`src/hw/rtl/bcpa_pkg.sv`:
```
// Shared types and codes for the bitmap contiguous page allocator.
// Used by bcpa_ctrl and the core top level; depends on nothing.
package bcpa_pkg;

	// Fixed field widths
	localparam int ADDR_W = 32;
	localparam int CNT_W  = 11;
	localparam int ACC_W  = ADDR_W + 1;
	localparam int CIDX_W = 2;

	// Request opcodes
	localparam logic OP_ALLOC = 1'b0;
	localparam logic OP_FREE  = 1'b1;

	// Configuration register indexes
	localparam logic [CIDX_W-1:0] CFG_BASE_ADDR     = 2'd0;
	localparam logic [CIDX_W-1:0] CFG_MANAGED_PAGES = 2'd1;

	// Result status codes
	typedef enum logic [1:0] {
		STAT_OK        = 2'd0,
		STAT_NO_SPACE  = 2'd1,
		STAT_NOT_FOUND = 2'd2,
		STAT_NOT_ALLOC = 2'd3
	} status_t;

	// Configuration as seen by the sequencer
	typedef struct packed {
		logic [ADDR_W-1:0] base_addr;
		logic [CNT_W-1:0]  managed;
		logic              set_managed;
		logic [CNT_W-1:0]  new_managed;
	} cfg_t;

	// One result
	typedef struct packed {
		status_t           status;
		logic [ADDR_W-1:0] run_addr;
		logic [CNT_W-1:0]  run_pages;
		logic [CNT_W-1:0]  free_left;
	} res_t;

endpackage

```
`src/hw/rtl/bitmap_contiguous_page_allocator_core.sv`:
```
// Top level of the bitmap first-fit page allocator: config registers, result register.
// Depends on bcpa_pkg, bcpa_map_ram and bcpa_ctrl.
//
// channel  dir   handshake              payload
// s_*      in    s_tvalid / s_tready    tuser: opcode; tdata: page_request, free_addr
// m_*      out   m_tvalid / m_tready    tuser: status; tdata: run_addr, run_pages, free_left
// cfg_*    in    cfg_valid / cfg_ready  cfg_index, cfg_data (always ready)
//
// Allocate: a map scan (one page a cycle through the map read port), then marking of
// the run and an address step. Free: an offset search, a check that the run is in use,
// then its release. Writing managed_pages starts a clearing sweep during which no
// request is taken. After reset no page is managed. One request is in work at a time;
// a finished result waits in the output register while m_tready is low.
module bitmap_contiguous_page_allocator_core #(
	parameter int MAX_PAGES  = 1024,
	parameter int PAGE_BYTES = 4096
) (
	input  logic        clk,
	input  logic        arst_n,
	input  logic        s_tvalid,
	output logic        s_tready,
	input  logic [47:0] s_tdata,   // [10:0] page_request, [42:11] free_addr, rest zero
	input  logic [0:0]  s_tuser,   // [0] opcode
	output logic        m_tvalid,
	input  logic        m_tready,
	output logic [55:0] m_tdata,   // [31:0] run_addr, [42:32] run_pages, [53:43] free_left
	output logic [1:0]  m_tuser,   // [1:0] status
	input  logic        cfg_valid,
	output logic        cfg_ready,
	input  logic [1:0]  cfg_index,
	input  logic [31:0] cfg_data
);

	localparam int IDX_W = $clog2(MAX_PAGES);
	localparam int CW    = bcpa_pkg::CNT_W;
	localparam int AW    = bcpa_pkg::ADDR_W;

	logic [AW-1:0]  base_addr_q;
	logic [CW-1:0]  managed_q;
	logic [CW-1:0]  new_managed;
	logic           cfg_wr;
	bcpa_pkg::cfg_t cfg;

	logic           res_valid;
	logic           res_ready;
	bcpa_pkg::res_t res;
	logic           m_valid_q;
	bcpa_pkg::res_t m_res_q;

	logic             ram_we;
	logic [IDX_W-1:0] ram_waddr;
	logic             ram_wdata;
	logic             ram_re;
	logic [IDX_W-1:0] ram_raddr;
	logic             ram_rdata;

	// Config writes; page count saturates at the map depth
	assign cfg_ready = 1'b1;
	assign cfg_wr    = cfg_valid && cfg_ready;
	assign new_managed = (32'(cfg_data[CW-1:0]) > 32'(MAX_PAGES)) ? CW'(MAX_PAGES)
		: cfg_data[CW-1:0];

	always_ff @(posedge clk or negedge arst_n) begin
		if (!arst_n) begin
			base_addr_q <= '0;
			managed_q   <= '0;
		end else if (cfg_wr) begin
			if (cfg_index == bcpa_pkg::CFG_BASE_ADDR) begin
				base_addr_q <= cfg_data;
			end else if (cfg_index == bcpa_pkg::CFG_MANAGED_PAGES) begin
				managed_q <= new_managed;
			end
		end
	end

	assign cfg.base_addr   = base_addr_q;
	assign cfg.managed     = managed_q;
	assign cfg.set_managed = cfg_wr && (cfg_index == bcpa_pkg::CFG_MANAGED_PAGES);
	assign cfg.new_managed = new_managed;

	// Output register
	assign res_ready = !m_valid_q || m_tready;

	always_ff @(posedge clk or negedge arst_n) begin
		if (!arst_n) begin
			m_valid_q <= 1'b0;
			m_res_q   <= '0;
		end else if (res_valid && res_ready) begin
			m_valid_q <= 1'b1;
			m_res_q   <= res;
		end else if (m_tready) begin
			m_valid_q <= 1'b0;
		end
	end

	assign m_tvalid = m_valid_q;
	assign m_tuser  = m_res_q.status;
	assign m_tdata  = {2'b00, m_res_q.free_left, m_res_q.run_pages, m_res_q.run_addr};

	bcpa_ctrl #(
		.MAX_PAGES  (MAX_PAGES),
		.PAGE_BYTES (PAGE_BYTES)
	) u_ctrl (
		.clk       (clk),
		.arst_n    (arst_n),
		.cfg       (cfg),
		.in_valid  (s_tvalid),
		.in_ready  (s_tready),
		.in_opcode (s_tuser[0]),
		.in_pages  (s_tdata[10:0]),
		.in_addr   (s_tdata[42:11]),
		.res_valid (res_valid),
		.res_ready (res_ready),
		.res       (res),
		.ram_we    (ram_we),
		.ram_waddr (ram_waddr),
		.ram_wdata (ram_wdata),
		.ram_re    (ram_re),
		.ram_raddr (ram_raddr),
		.ram_rdata (ram_rdata)
	);

	bcpa_map_ram #(
		.DEPTH (MAX_PAGES)
	) u_map (
		.clk   (clk),
		.we    (ram_we),
		.waddr (ram_waddr),
		.wdata (ram_wdata),
		.re    (ram_re),
		.raddr (ram_raddr),
		.rdata (ram_rdata)
	);

endmodule

```
`src/hw/rtl/bcpa_map_ram.sv`:
```
// One-bit-per-page used map: single write port, single registered read port.
// Standalone; no package dependency.
module bcpa_map_ram #(
	parameter int DEPTH = 1024,
	localparam int AW = $clog2(DEPTH)
) (
	input  logic          clk,
	input  logic          we,
	input  logic [AW-1:0] waddr,
	input  logic          wdata,
	input  logic          re,
	input  logic [AW-1:0] raddr,
	output logic          rdata
);

	logic mem [DEPTH];
	logic rdata_q;

	// Write port
	always_ff @(posedge clk) begin
		if (we) begin
			mem[waddr] <= wdata;
		end
	end

	// Registered read port
	always_ff @(posedge clk) begin
		if (re) begin
			rdata_q <= mem[raddr];
		end
	end

	assign rdata = rdata_q;

endmodule

```
`src/hw/rtl/bcpa_ctrl.sv`:
```
// Sequencer of the page allocator: map scans, marking, address search, clearing.
// Depends on bcpa_pkg; drives the map RAM (bcpa_map_ram) through its ports.
module bcpa_ctrl #(
	parameter int MAX_PAGES  = 1024,
	parameter int PAGE_BYTES = 4096,
	localparam int IDX_W = $clog2(MAX_PAGES)
) (
	input  logic                         clk,
	input  logic                         arst_n,
	input  bcpa_pkg::cfg_t               cfg,
	input  logic                         in_valid,
	output logic                         in_ready,
	input  logic                         in_opcode,
	input  logic [bcpa_pkg::CNT_W-1:0]   in_pages,
	input  logic [bcpa_pkg::ADDR_W-1:0]  in_addr,
	output logic                         res_valid,
	input  logic                         res_ready,
	output bcpa_pkg::res_t               res,
	output logic                         ram_we,
	output logic [IDX_W-1:0]             ram_waddr,
	output logic                         ram_wdata,
	output logic                         ram_re,
	output logic [IDX_W-1:0]             ram_raddr,
	input  logic                         ram_rdata
);

	localparam int CW = bcpa_pkg::CNT_W;
	localparam int AW = bcpa_pkg::ADDR_W;
	localparam int XW = bcpa_pkg::ACC_W;

	typedef enum logic [3:0] {
		S_IDLE,
		S_CLEAR,
		S_A_SCAN,
		S_A_MARK,
		S_A_ADDR,
		S_F_FIND,
		S_F_CHECK,
		S_F_REL,
		S_RESP
	} state_t;

	state_t         state_q;
	logic [CW-1:0]  ptr_q;
	logic [CW-1:0]  left_q;
	logic [CW-1:0]  run_q;
	logic [CW-1:0]  req_q;
	logic [CW-1:0]  start_q;
	logic [CW-1:0]  free_q;
	logic [AW-1:0]  off_q;
	logic [AW-1:0]  addr_q;
	logic [AW-1:0]  prod_q;
	logic [XW-1:0]  acc_q;
	logic           rd_v_s1;
	bcpa_pkg::res_t res_q;

	logic issue;
	logic hit;
	logic in_range;

	// Map read issue: allocate scan walks the map, free check walks the run
	always_comb begin
		in_range = ptr_q < cfg.managed;
		unique case (state_q)
			S_A_SCAN:  issue = in_range;
			S_F_CHECK: issue = left_q != '0;
			default:   issue = 1'b0;
		endcase
	end

	// A free page that completes the run
	assign hit = rd_v_s1 && !ram_rdata && ((run_q + 1'b1) == req_q);

	assign ram_re    = issue;
	assign ram_raddr = IDX_W'(ptr_q);
	assign ram_waddr = IDX_W'(ptr_q);
	assign ram_we    = ((state_q == S_CLEAR) && in_range) || (state_q == S_A_MARK)
		|| (state_q == S_F_REL);
	assign ram_wdata = state_q == S_A_MARK;

	assign in_ready  = state_q == S_IDLE;
	assign res_valid = state_q == S_RESP;
	assign res       = res_q;

	// Sequencer and registered result
	always_ff @(posedge clk or negedge arst_n) begin
		if (!arst_n) begin
			state_q <= S_IDLE;
			ptr_q   <= '0;
			left_q  <= '0;
			run_q   <= '0;
			req_q   <= '0;
			start_q <= '0;
			free_q  <= '0;
			off_q   <= '0;
			addr_q  <= '0;
			prod_q  <= '0;
			acc_q   <= '0;
			rd_v_s1 <= 1'b0;
			res_q   <= '0;
		end else begin
			if (cfg.set_managed) begin
				// new page count: restart the clearing sweep
				state_q <= S_CLEAR;
				ptr_q   <= '0;
				free_q  <= cfg.new_managed;
				rd_v_s1 <= 1'b0;
			end else begin
				rd_v_s1 <= issue;
				unique case (state_q)
					S_IDLE: begin
						if (in_valid) begin
							req_q  <= in_pages;
							ptr_q  <= '0;
							run_q  <= '0;
							acc_q  <= '0;
							addr_q <= in_addr;
							off_q  <= in_addr - cfg.base_addr;
							if (in_opcode == bcpa_pkg::OP_FREE) begin
								state_q <= S_F_FIND;
							end else if (in_pages == '0 || in_pages > free_q) begin
								res_q   <= '{bcpa_pkg::STAT_NO_SPACE, '0, '0, free_q};
								state_q <= S_RESP;
							end else begin
								state_q <= S_A_SCAN;
							end
						end
					end
					S_CLEAR: begin
						if (in_range) begin
							ptr_q <= ptr_q + 1'b1;
						end else begin
							state_q <= S_IDLE;
						end
					end
					S_A_SCAN: begin
						if (rd_v_s1) begin
							run_q <= ram_rdata ? '0 : run_q + 1'b1;
						end
						if (hit) begin
							// run ends at ptr_q - 1
							ptr_q   <= ptr_q - req_q;
							start_q <= ptr_q - req_q;
							left_q  <= req_q;
							state_q <= S_A_MARK;
						end else if (issue) begin
							ptr_q <= ptr_q + 1'b1;
						end else if (!rd_v_s1) begin
							res_q   <= '{bcpa_pkg::STAT_NO_SPACE, '0, '0, free_q};
							state_q <= S_RESP;
						end
					end
					S_A_MARK: begin
						ptr_q  <= ptr_q + 1'b1;
						left_q <= left_q - 1'b1;
						prod_q <= AW'(start_q) * AW'(PAGE_BYTES);
						if (left_q == CW'(1)) begin
							state_q <= S_A_ADDR;
						end
					end
					S_A_ADDR: begin
						free_q  <= free_q - req_q;
						res_q   <= '{bcpa_pkg::STAT_OK, cfg.base_addr + prod_q, req_q,
							free_q - req_q};
						state_q <= S_RESP;
					end
					S_F_FIND: begin
						// step through page offsets until one matches, passes the offset or leaves the map
						if (!in_range) begin
							res_q   <= '{bcpa_pkg::STAT_NOT_FOUND, '0, '0, free_q};
							state_q <= S_RESP;
						end else if (acc_q == {1'b0, off_q}) begin
							start_q <= ptr_q;
							left_q  <= req_q;
							if (({1'b0, ptr_q} + {1'b0, req_q}) > {1'b0, cfg.managed}) begin
								res_q   <= '{bcpa_pkg::STAT_NOT_ALLOC, '0, '0, free_q};
								state_q <= S_RESP;
							end else if (req_q == '0) begin
								res_q   <= '{bcpa_pkg::STAT_OK, addr_q, '0, free_q};
								state_q <= S_RESP;
							end else begin
								state_q <= S_F_CHECK;
							end
						end else if (acc_q > {1'b0, off_q}) begin
							res_q   <= '{bcpa_pkg::STAT_NOT_FOUND, '0, '0, free_q};
							state_q <= S_RESP;
						end else begin
							acc_q <= acc_q + XW'(PAGE_BYTES);
							ptr_q <= ptr_q + 1'b1;
						end
					end
					S_F_CHECK: begin
						if (issue) begin
							ptr_q  <= ptr_q + 1'b1;
							left_q <= left_q - 1'b1;
						end
						if (rd_v_s1 && !ram_rdata) begin
							res_q   <= '{bcpa_pkg::STAT_NOT_ALLOC, '0, '0, free_q};
							state_q <= S_RESP;
						end else if (!issue && !rd_v_s1) begin
							ptr_q   <= start_q;
							left_q  <= req_q;
							state_q <= S_F_REL;
						end
					end
					S_F_REL: begin
						ptr_q  <= ptr_q + 1'b1;
						left_q <= left_q - 1'b1;
						if (left_q == CW'(1)) begin
							free_q  <= free_q + req_q;
							res_q   <= '{bcpa_pkg::STAT_OK, addr_q, req_q, free_q + req_q};
							state_q <= S_RESP;
						end
					end
					S_RESP: begin
						if (res_ready) begin
							state_q <= S_IDLE;
						end
					end
					default: begin
						state_q <= S_IDLE;
					end
				endcase
			end
		end
	end

`ifndef ASSERT_OFF
	a_free_bound: assert property (@(posedge clk) disable iff (!arst_n)
		free_q <= cfg.managed)
		else $error("free count above managed page count");

	a_mark_writes: assert property (@(posedge clk) disable iff (!arst_n)
		(state_q == S_A_MARK) |-> (ram_we && ram_wdata))
		else $error("marking cycle without a used-bit write");

	a_no_rw_mix: assert property (@(posedge clk) disable iff (!arst_n)
		ram_we |-> !ram_re)
		else $error("map read issued during a write sweep");

	a_busy_after_accept: assert property (@(posedge clk) disable iff (!arst_n)
		(in_valid && in_ready) |=> !in_ready)
		else $error("new request taken right after accept");

	a_fail_zero: assert property (@(posedge clk) disable iff (!arst_n)
		(res_valid && res.status != bcpa_pkg::STAT_OK) |->
		(res.run_addr == '0 && res.run_pages == '0))
		else $error("failed result carries address or pages");
`endif

endmodule

```
`config.mk`:
```
export PLATFORM = sky130hd
export DESIGN_NAME = bitmap_contiguous_page_allocator_core
export DESIGN_NICKNAME = d
export VERILOG_FILES = /design/src/hw/rtl/bcpa_pkg.sv /design/src/hw/rtl/bitmap_contiguous_page_allocator_core.sv /design/src/hw/rtl/bcpa_map_ram.sv /design/src/hw/rtl/bcpa_ctrl.sv
export SDC_FILE = /design/constraint.sdc
export NUM_CORES = 2
export LEC_CHECK = 0
export BUFFER_PORTS_ARGS = -buffer_cell sky130_fd_sc_hd__buf_2
export CAP_MARGIN = 10
export CORE_ASPECT_RATIO = 0.6
export CORE_MARGIN = 2
export CORE_UTILIZATION = 45
export CTS_BUF_LIST = sky130_fd_sc_hd__clkbuf_2
export CTS_CLUSTER_DIAMETER = 200
export DETAILED_ROUTE_END_ITERATION = 10
export SKIP_CTS_REPAIR_TIMING = 1
export SLEW_MARGIN = 0
export SYNTH_ARGS = -nofsm -noshare
export SYNTH_HDL_FRONTEND = slang
export SYNTH_SLANG_ARGS = --single-unit
```
`constraint.sdc`:
```
create_clock -name clk -period 41 [get_ports clk]
set_input_delay 0 -clock clk [delete_from_list [all_inputs] [get_ports clk]]
set_output_delay 0 -clock clk [all_outputs]
set_load 0.01 [all_outputs]
```
======== After elaboration in Yosys (flattened, before gate mapping) ========
Memory sizes are Yosys's and may differ from the RTL's. A register that Yosys moved wholly into a read port is not among the register bits.
Index checks and enable logic that the tools add are counted.
cells by class
  $mul .................................... 0
  div/mod/pow operators ................... 0
  add/subtract/negate cells ............... 10
  order comparisons ....................... 5
  muxes and demuxes ....................... 73
  shift-type cells ........................ 0
  equality and inequality tests ........... 41
  reduce and logical (&&, ||, !) cells .... 40
  bitwise operators ....................... 2
operators with widths
  kind                                                   number
  2-to-1 mux 56 bit                                      13
  case mux 56 bit (6 select lines)                       1
  2-to-1 mux 11 bit                                      24
  2-to-1 mux 33 bit                                      4
  2-to-1 mux 4 bit                                       18
  case mux 11 bit (2 select lines)                       3
  case mux 11 bit (6 select lines)                       1
  case mux 33 bit (2 select lines)                       1
  case mux 11 bit (4 select lines)                       1
  case mux 4 bit (9 select lines)                        1
  adder 33 x 13 -> 33 bit, second input constant         1
  == test 33 x 32 -> 1 bit                               1
  greater-than comparator 33 x 32 -> 1 bit               1
  adder 32 x 23 -> 32 bit                                1
  subtractor 32 bit                                      1
  adder 11 x 1 -> 11 bit, second input constant          2
  logical NOT 11 bit                                     2
  subtractor 11 bit                                      2
  == test 4 x 3 -> 1 bit, second input constant          4
  inequality test 2 bit, second input constant           8
  inequality test 3 bit, second input constant           5
  adder 11 x 11 -> 12 bit                                1
  greater-than comparator 12 x 11 -> 1 bit               1
  inequality test 2 x 1 -> 1 bit, second input constant  6
  other kinds (37)                                       68
storage, ports and cells
  bits in writable memories ............... 1024
  logic and storage cells ................. 195
  bits in read-only memories .............. 0
  output and inout bits ................... 61
  register bits after elaboration ......... 335
  memories ................................ 1
  bits of input ports ..................... 88
  latch bits .............................. 0
memories
  name       depth  width  rd ports  clocked after Yosys merged registers in  wr ports  RTL line            text
  u_map.mem  1024   1      1         1                                        1         bcpa_map_ram.sv:16  logic mem [DEPTH];

======== Depth between registers and ports, before layout ========
  depth after elaboration ................. 8
  gate-level depth with buffers ........... 24
  gate-level depth less buffers ........... 21

======== Cells and area by module ========
From an unflattened synthesis, not the netlist that was laid out.
second synthesis, totals
  cells, all modules ...................... 5292
  area, all modules ....................... 65370.2 um^2
modules (own cells, without submodules)
  module                                 seq. area each (um^2)  times used  area each (um^2)  cells an instance
  bcpa_map_ram                           30779.5                1           44666.6           3112
  bcpa_ctrl                              5580.4                 1           16612.2           1948
  bitmap_contiguous_page_allocator_core  2502.4                 1           4091.4            232

======== Least setup slack after synthesis ========
OpenSTA, ideal clock, no wires.
  path type ............................... reg-to-reg
  from .................................... register u_ctrl.state_q[0]
  to ...................................... memory u_map.mem[0] (data pin)
  arrival ................................. 24.754 ns
  slack ................................... 11.283 ns
  buffers on the path ..................... 2
  library setup time ...................... 4.964 ns
  stages on the path, launching flop included .. 6
  data required time ...................... 36.036 ns
  clock period less this slack ............ 29.717 ns
  path through ............................ dfrtp_1 -> clkbuf_1 -> nor2b_1 -> clkbuf_1 -> nand2_1 -> nor2_1
between the ends
  longest elaborated chain between the ends .. 1
RTL lines
  element                   RTL line                                     text
  start: declaration        bcpa_ctrl.sv:43                              state_t state_q;
  start signal: assignment  bcpa_ctrl.sv:88                              state_q <= S_IDLE;
  start signal: assignment  bcpa_ctrl.sv:104                             state_q <= S_CLEAR;
  start signal: assignment  bcpa_ctrl.sv:120                             state_q <= S_F_FIND;
  == test 4 x 2 -> 1 bit    bcpa_ctrl.sv:79                              assign ram_wdata = state_q == S_A_MARK;
  net ram_wdata             bitmap_contiguous_page_allocator_core.sv:52  logic ram_wdata;
  end: declaration          bcpa_map_ram.sv:16
The timed path passes the listed nets, and every way through them passes these cells.

======== Final worst setup path ========
  from .................................... register u_ctrl.ptr_q[1]
  to ...................................... register u_ctrl.state_q[3]
between the ends
  longest elaborated chain between the ends .. 7
  elaborated cells on any way between the ends .. 16
  classes of those cells .................. add/sub (1); order compare (2); eq/ne (4); mux (6); reduce/logical (3)
RTL lines
  element                                   RTL line          text
  start: declaration                        bcpa_ctrl.sv:44   logic [CW-1:0] ptr_q;
  start signal: assignment                  bcpa_ctrl.sv:131  ptr_q <= ptr_q + 1'b1;
  start signal: assignment                  bcpa_ctrl.sv:142  ptr_q <= ptr_q - req_q;
  start signal: assignment                  bcpa_ctrl.sv:147  ptr_q <= ptr_q + 1'b1;
  adder 11 x 11 -> 12 bit                   bcpa_ctrl.sv:175  if (({1'b0, ptr_q} + {1'b0, req_q}) > {1'b0, cfg.managed}) begin
  greater-than comparator 12 x 11 -> 1 bit  bcpa_ctrl.sv:175
  2-to-1 mux 4 bit                          bcpa_ctrl.sv:175
  2-to-1 mux 4 bit                          bcpa_ctrl.sv:172  end else if (acc_q == {1'b0, off_q}) begin
  2-to-1 mux 4 bit                          bcpa_ctrl.sv:169  if (!in_range) begin
  case mux 4 bit (9 select lines)           bcpa_ctrl.sv:110  unique case (state_q)
  2-to-1 mux 4 bit                          bcpa_ctrl.sv:102  if (cfg.set_managed) begin
  end signal: assignment                    bcpa_ctrl.sv:104
  end signal: assignment                    bcpa_ctrl.sv:171  state_q <= S_RESP;
  end signal: assignment                    bcpa_ctrl.sv:177  state_q <= S_RESP;
Parallel ways exist; a longest one is shown, timed or not.
A chain may end at the register's enable or synchronous reset.

==> impl_metrics.toml <==
[pwr]
powerDensity_nw_per_um2 = 52.04
irDropWorstVdd_mv = 0.04030
p_leak_nw = 26.07

[final_layout]
fin_nets = 5823
layout-drive-gt1-share_pct = 19.85
syn_to_final_growth_pct = 13.48

[cts]
cts_made_buffers = 325
cts_tree = "built"
clkTransAtPathRegs_ns = 0.11
cts_root_buf = "clkbuf_2"
h-tree-depth = 5
cts_buffer_depth = 4
cts_num_sinks = 1348
clkLatencyLatePin_ns = 1.69

[setup_path]
crit_fanout = 119
cp_common_cell = "ha_1"
start_kind = "flop"
setup.worst_path.end_class = "flop"
cpLargestDelayFamily = "buffers and inverters"
crit_slowest_cell = "dfrtp_4"
max_stage_delay_ns = 0.99
cp.arrival_ns = 8.19
path_cells = "buf_12 > ha_1 > nor2b_1 > o21ai_1 > o211ai_1 > and3_1 > nor2_1 > o21bai_1 > xnor2_1 > ha_1 > nand2_1 > o21a_1 > a21o_1 > a31oi_1 > a211oi_1 > nand3_1 > nand4_4 > buf_4 > o21ai_0 > dlygate4sd3_1"
worst-path-buf-inv = 3
required_ns = 42.51
crit_type = "flop to flop"

[placed_design]
dpl.hpwl_um = 110600
gp_congestion = 0.9112
io_buffers = 140

[detailed_routing]
drt_first_pass_iters = 6
drt_wl_total_um = 196400
drtIter0Drc = 6073
remaining_drc_errors = 0
ant_nets = 0
vias = 45227
vias_per_cell = 5.880
wire_per_inst_um = 25.54

[timing]
setup_tns_ns = 0
whs_ns = -0.006415
setup_viol_count_final = 0
rsz0062_at_grt = "false"
slew_violations = 0
worst_slew_pin_slew_ns = 1.408
fmax_mhz = 149.8
fin_crit_sh_pct = 16.29
hold_viol = 2
fin_crit_ns = 6.677
skew_ns = 0.1285
slew_headroom_pct = 5.127

[floorplan]
die-width_um = 488.4
initial_core_util_pct = 45.40
rows = 106
core-area_um2 = 139500
dieHeight_um = 294.6
dieArea_um2 = 143900
io_pins = 149

[global_route]
grt_usage_pct = 26.39
grt_pass1_vias = 41450
antenna_found_initial = 11
grt_max_degree = 256
grt_overflow = 0
grt_pass1_wl_um = 278400

[logic_synthesis]
synth_warnings = 0
yosysUniqueCellTypes = 95
ys_seq_elements = 1348
synth_ff_type = "edfxtp_1"
synth_seq_area_share_pct = 61.35
postSynthAreaPerCell_um2 = 12.46
netlist_area_um2 = 63350
synth_cells = 5086
ys_async_sr_fraction_pct = 23.96
synth_enable_flop_cells = 1025

[hold_path]
hold_path.class = "input port to flop"

[outcome]
violations = "negative hold slack"
status = "finished, violations left"

[job]
max-cap-violations = 0
## logic make-up (layout without fill, tap and decap cells)
| logic type | Yosys count | after routing | synth area share [%] |
|---|---|---|---|
| AO/OA/AOI/OAI | 754 | 754 | 8.047 |
| XOR/XNOR | 116 | 116 | 1.604 |
| adder cells (fa/ha/maj) | 150 | 150 | 3.034 |
| buffers and inverters | 529 | 1235 | 3.265 |
| flip-flops | 1348 | 1348 | 61.35 |
| multiplexers | 337 | 337 | 10.52 |
| other | 2 | 12 | 0.01186 |
| AND/OR/NAND/NOR | 1850 | 1850 | 12.17 |
## path summary, 6_finish.rpt
path,from,end,slack [ns],cells after the start
min in group asynchronous,arst_n,m_tdata[26],0.11,5
worst min-delay path,s_tvalid,u_ctrl.res[12],-0.006,8
worst max register to register,u_ctrl.ptr_q[1],u_ctrl.state_q[3],34.32,20
max in group asynchronous,arst_n,u_ctrl.res[14],39.02,7
worst max-delay path,u_ctrl.ptr_q[1],u_ctrl.state_q[3],34.32,20
worst min register to register,u_ctrl.off_q[9],u_ctrl.off_q[9],0.48,2
## cells in the mapped netlist, drive strengths merged, types with 15 or more instances
cell type | instances | area, um2
a221oi | 35 | 312.8
and3 | 20 | 126.4
nor4 | 18 | 142.6
a22oi | 117 | 878.3
a21oi | 114 | 578.1
xor2 | 41 | 359.1
mux2 | 72 | 810.8
o22ai | 15 | 93.84
o21ai | 220 | 1101
clkbuf | 337 | 1266
nand2 | 374 | 1404
edfxtp | 1025 | 30780
nand2b | 25 | 158.9
dfrtp | 323 | 8083
buf | 61 | 310.3
a21o | 36 | 271.5
ha | 144 | 1802
a22o | 36 | 315.3
nor2b | 25 | 156.4
mux4 | 256 | 5766
o31ai | 42 | 320.3
nand4 | 47 | 300.3
nor2 | 1171 | 4395
a211oi | 19 | 155.2
xnor2 | 75 | 656.9
inv | 130 | 488.0
nor3 | 51 | 255.2
nand3 | 51 | 267.8
a31oi | 20 | 131.4
## cell usage in the layout, fill, tap and decap left out, drive strengths merged, types with 72 or more instances in the layout
cell / n
nor2: 1171
edfxtp: 1025
clkbuf: 482
nand2: 374
dlygate4sd3: 324
dfrtp: 323
mux4: 256
buf: 245
o21ai: 220
ha: 144
inv: 137
a22oi: 117
a21oi: 114
xnor2: 75
mux2: 72
## per-stage QoR
step | utilization, % | setup WS [ns] | cells | instance area, um2 | power [mW]
after floorplan | - | 11.28 | 5087 | 63350 | 2.564
after global placement | 47.20 | 34.78 | 6818 | 65860 | 2.782
after detailed placement | 47.20 | 34.74 | 6818 | 65860 | 2.798
after CTS | 49.08 | 34.76 | 7353 | 68480 | 3.652
after global routing | 51.51 | 33.95 | 7686 | 71870 | 3.930
final | 51.52 | 34.32 | 7692 | 71890 | 3.741
## where the power goes
part           internal [mW]  switching [mW]
Clock                  0.307           0.557
Combinational          0.448           0.684
Sequential              1.64           0.109
Total                   2.39            1.35
## flip-flops by register name, summed over array words and instances, names as in the netlist, 21 cells and up
| register | count |
|---|---|
| base_addr_q | 32 |
| m_tdata | 54 |
| u_ctrl.acc_q | 21 |
| u_ctrl.addr_q | 32 |
| u_ctrl.off_q | 32 |
| u_ctrl.res | 56 |
| u_map.mem | 1024 |
## metal layers
layer	GRT usage, %	part of all wire [%]
met1	40.58	44
met2	34.85	41
met3	9.370	13
met4	7.045	1.9
met5	0	0.017
## final cells by class
type / instances / area (um2)
diodes: 9 / 22.52
clock buffers: 482 / 2412
clock inverters: 53 / 206.4
fillers: 12302 / 67640
inverters: 131 / 491.7
multi-input cells: 3210 / 22610
flip-flops and latches: 1348 / 38870
well taps: 1890 / 2365
repair buffers: 569 / 4912
## worst register-to-register path: stages (launching register included)
cell and delay, ns:
dfrtp_4 0.99, buf_12 0.63, ha_1 0.39, nor2b_1 0.22
o21ai_1 0.12, o211ai_1 0.17, and3_1 0.24, nor2_1 0.05
o21bai_1 0.15, xnor2_1 0.24, ha_1 0.33, nand2_1 0.07
o21a_1 0.14, a21o_1 0.12, a31oi_1 0.06, a211oi_1 0.44
nand3_1 0.33, nand4_4 0.47, buf_4 0.68, o21ai_0 0.17
dlygate4sd3_1 0.60
No activity file was read; power rests on OpenSTA's default activity.
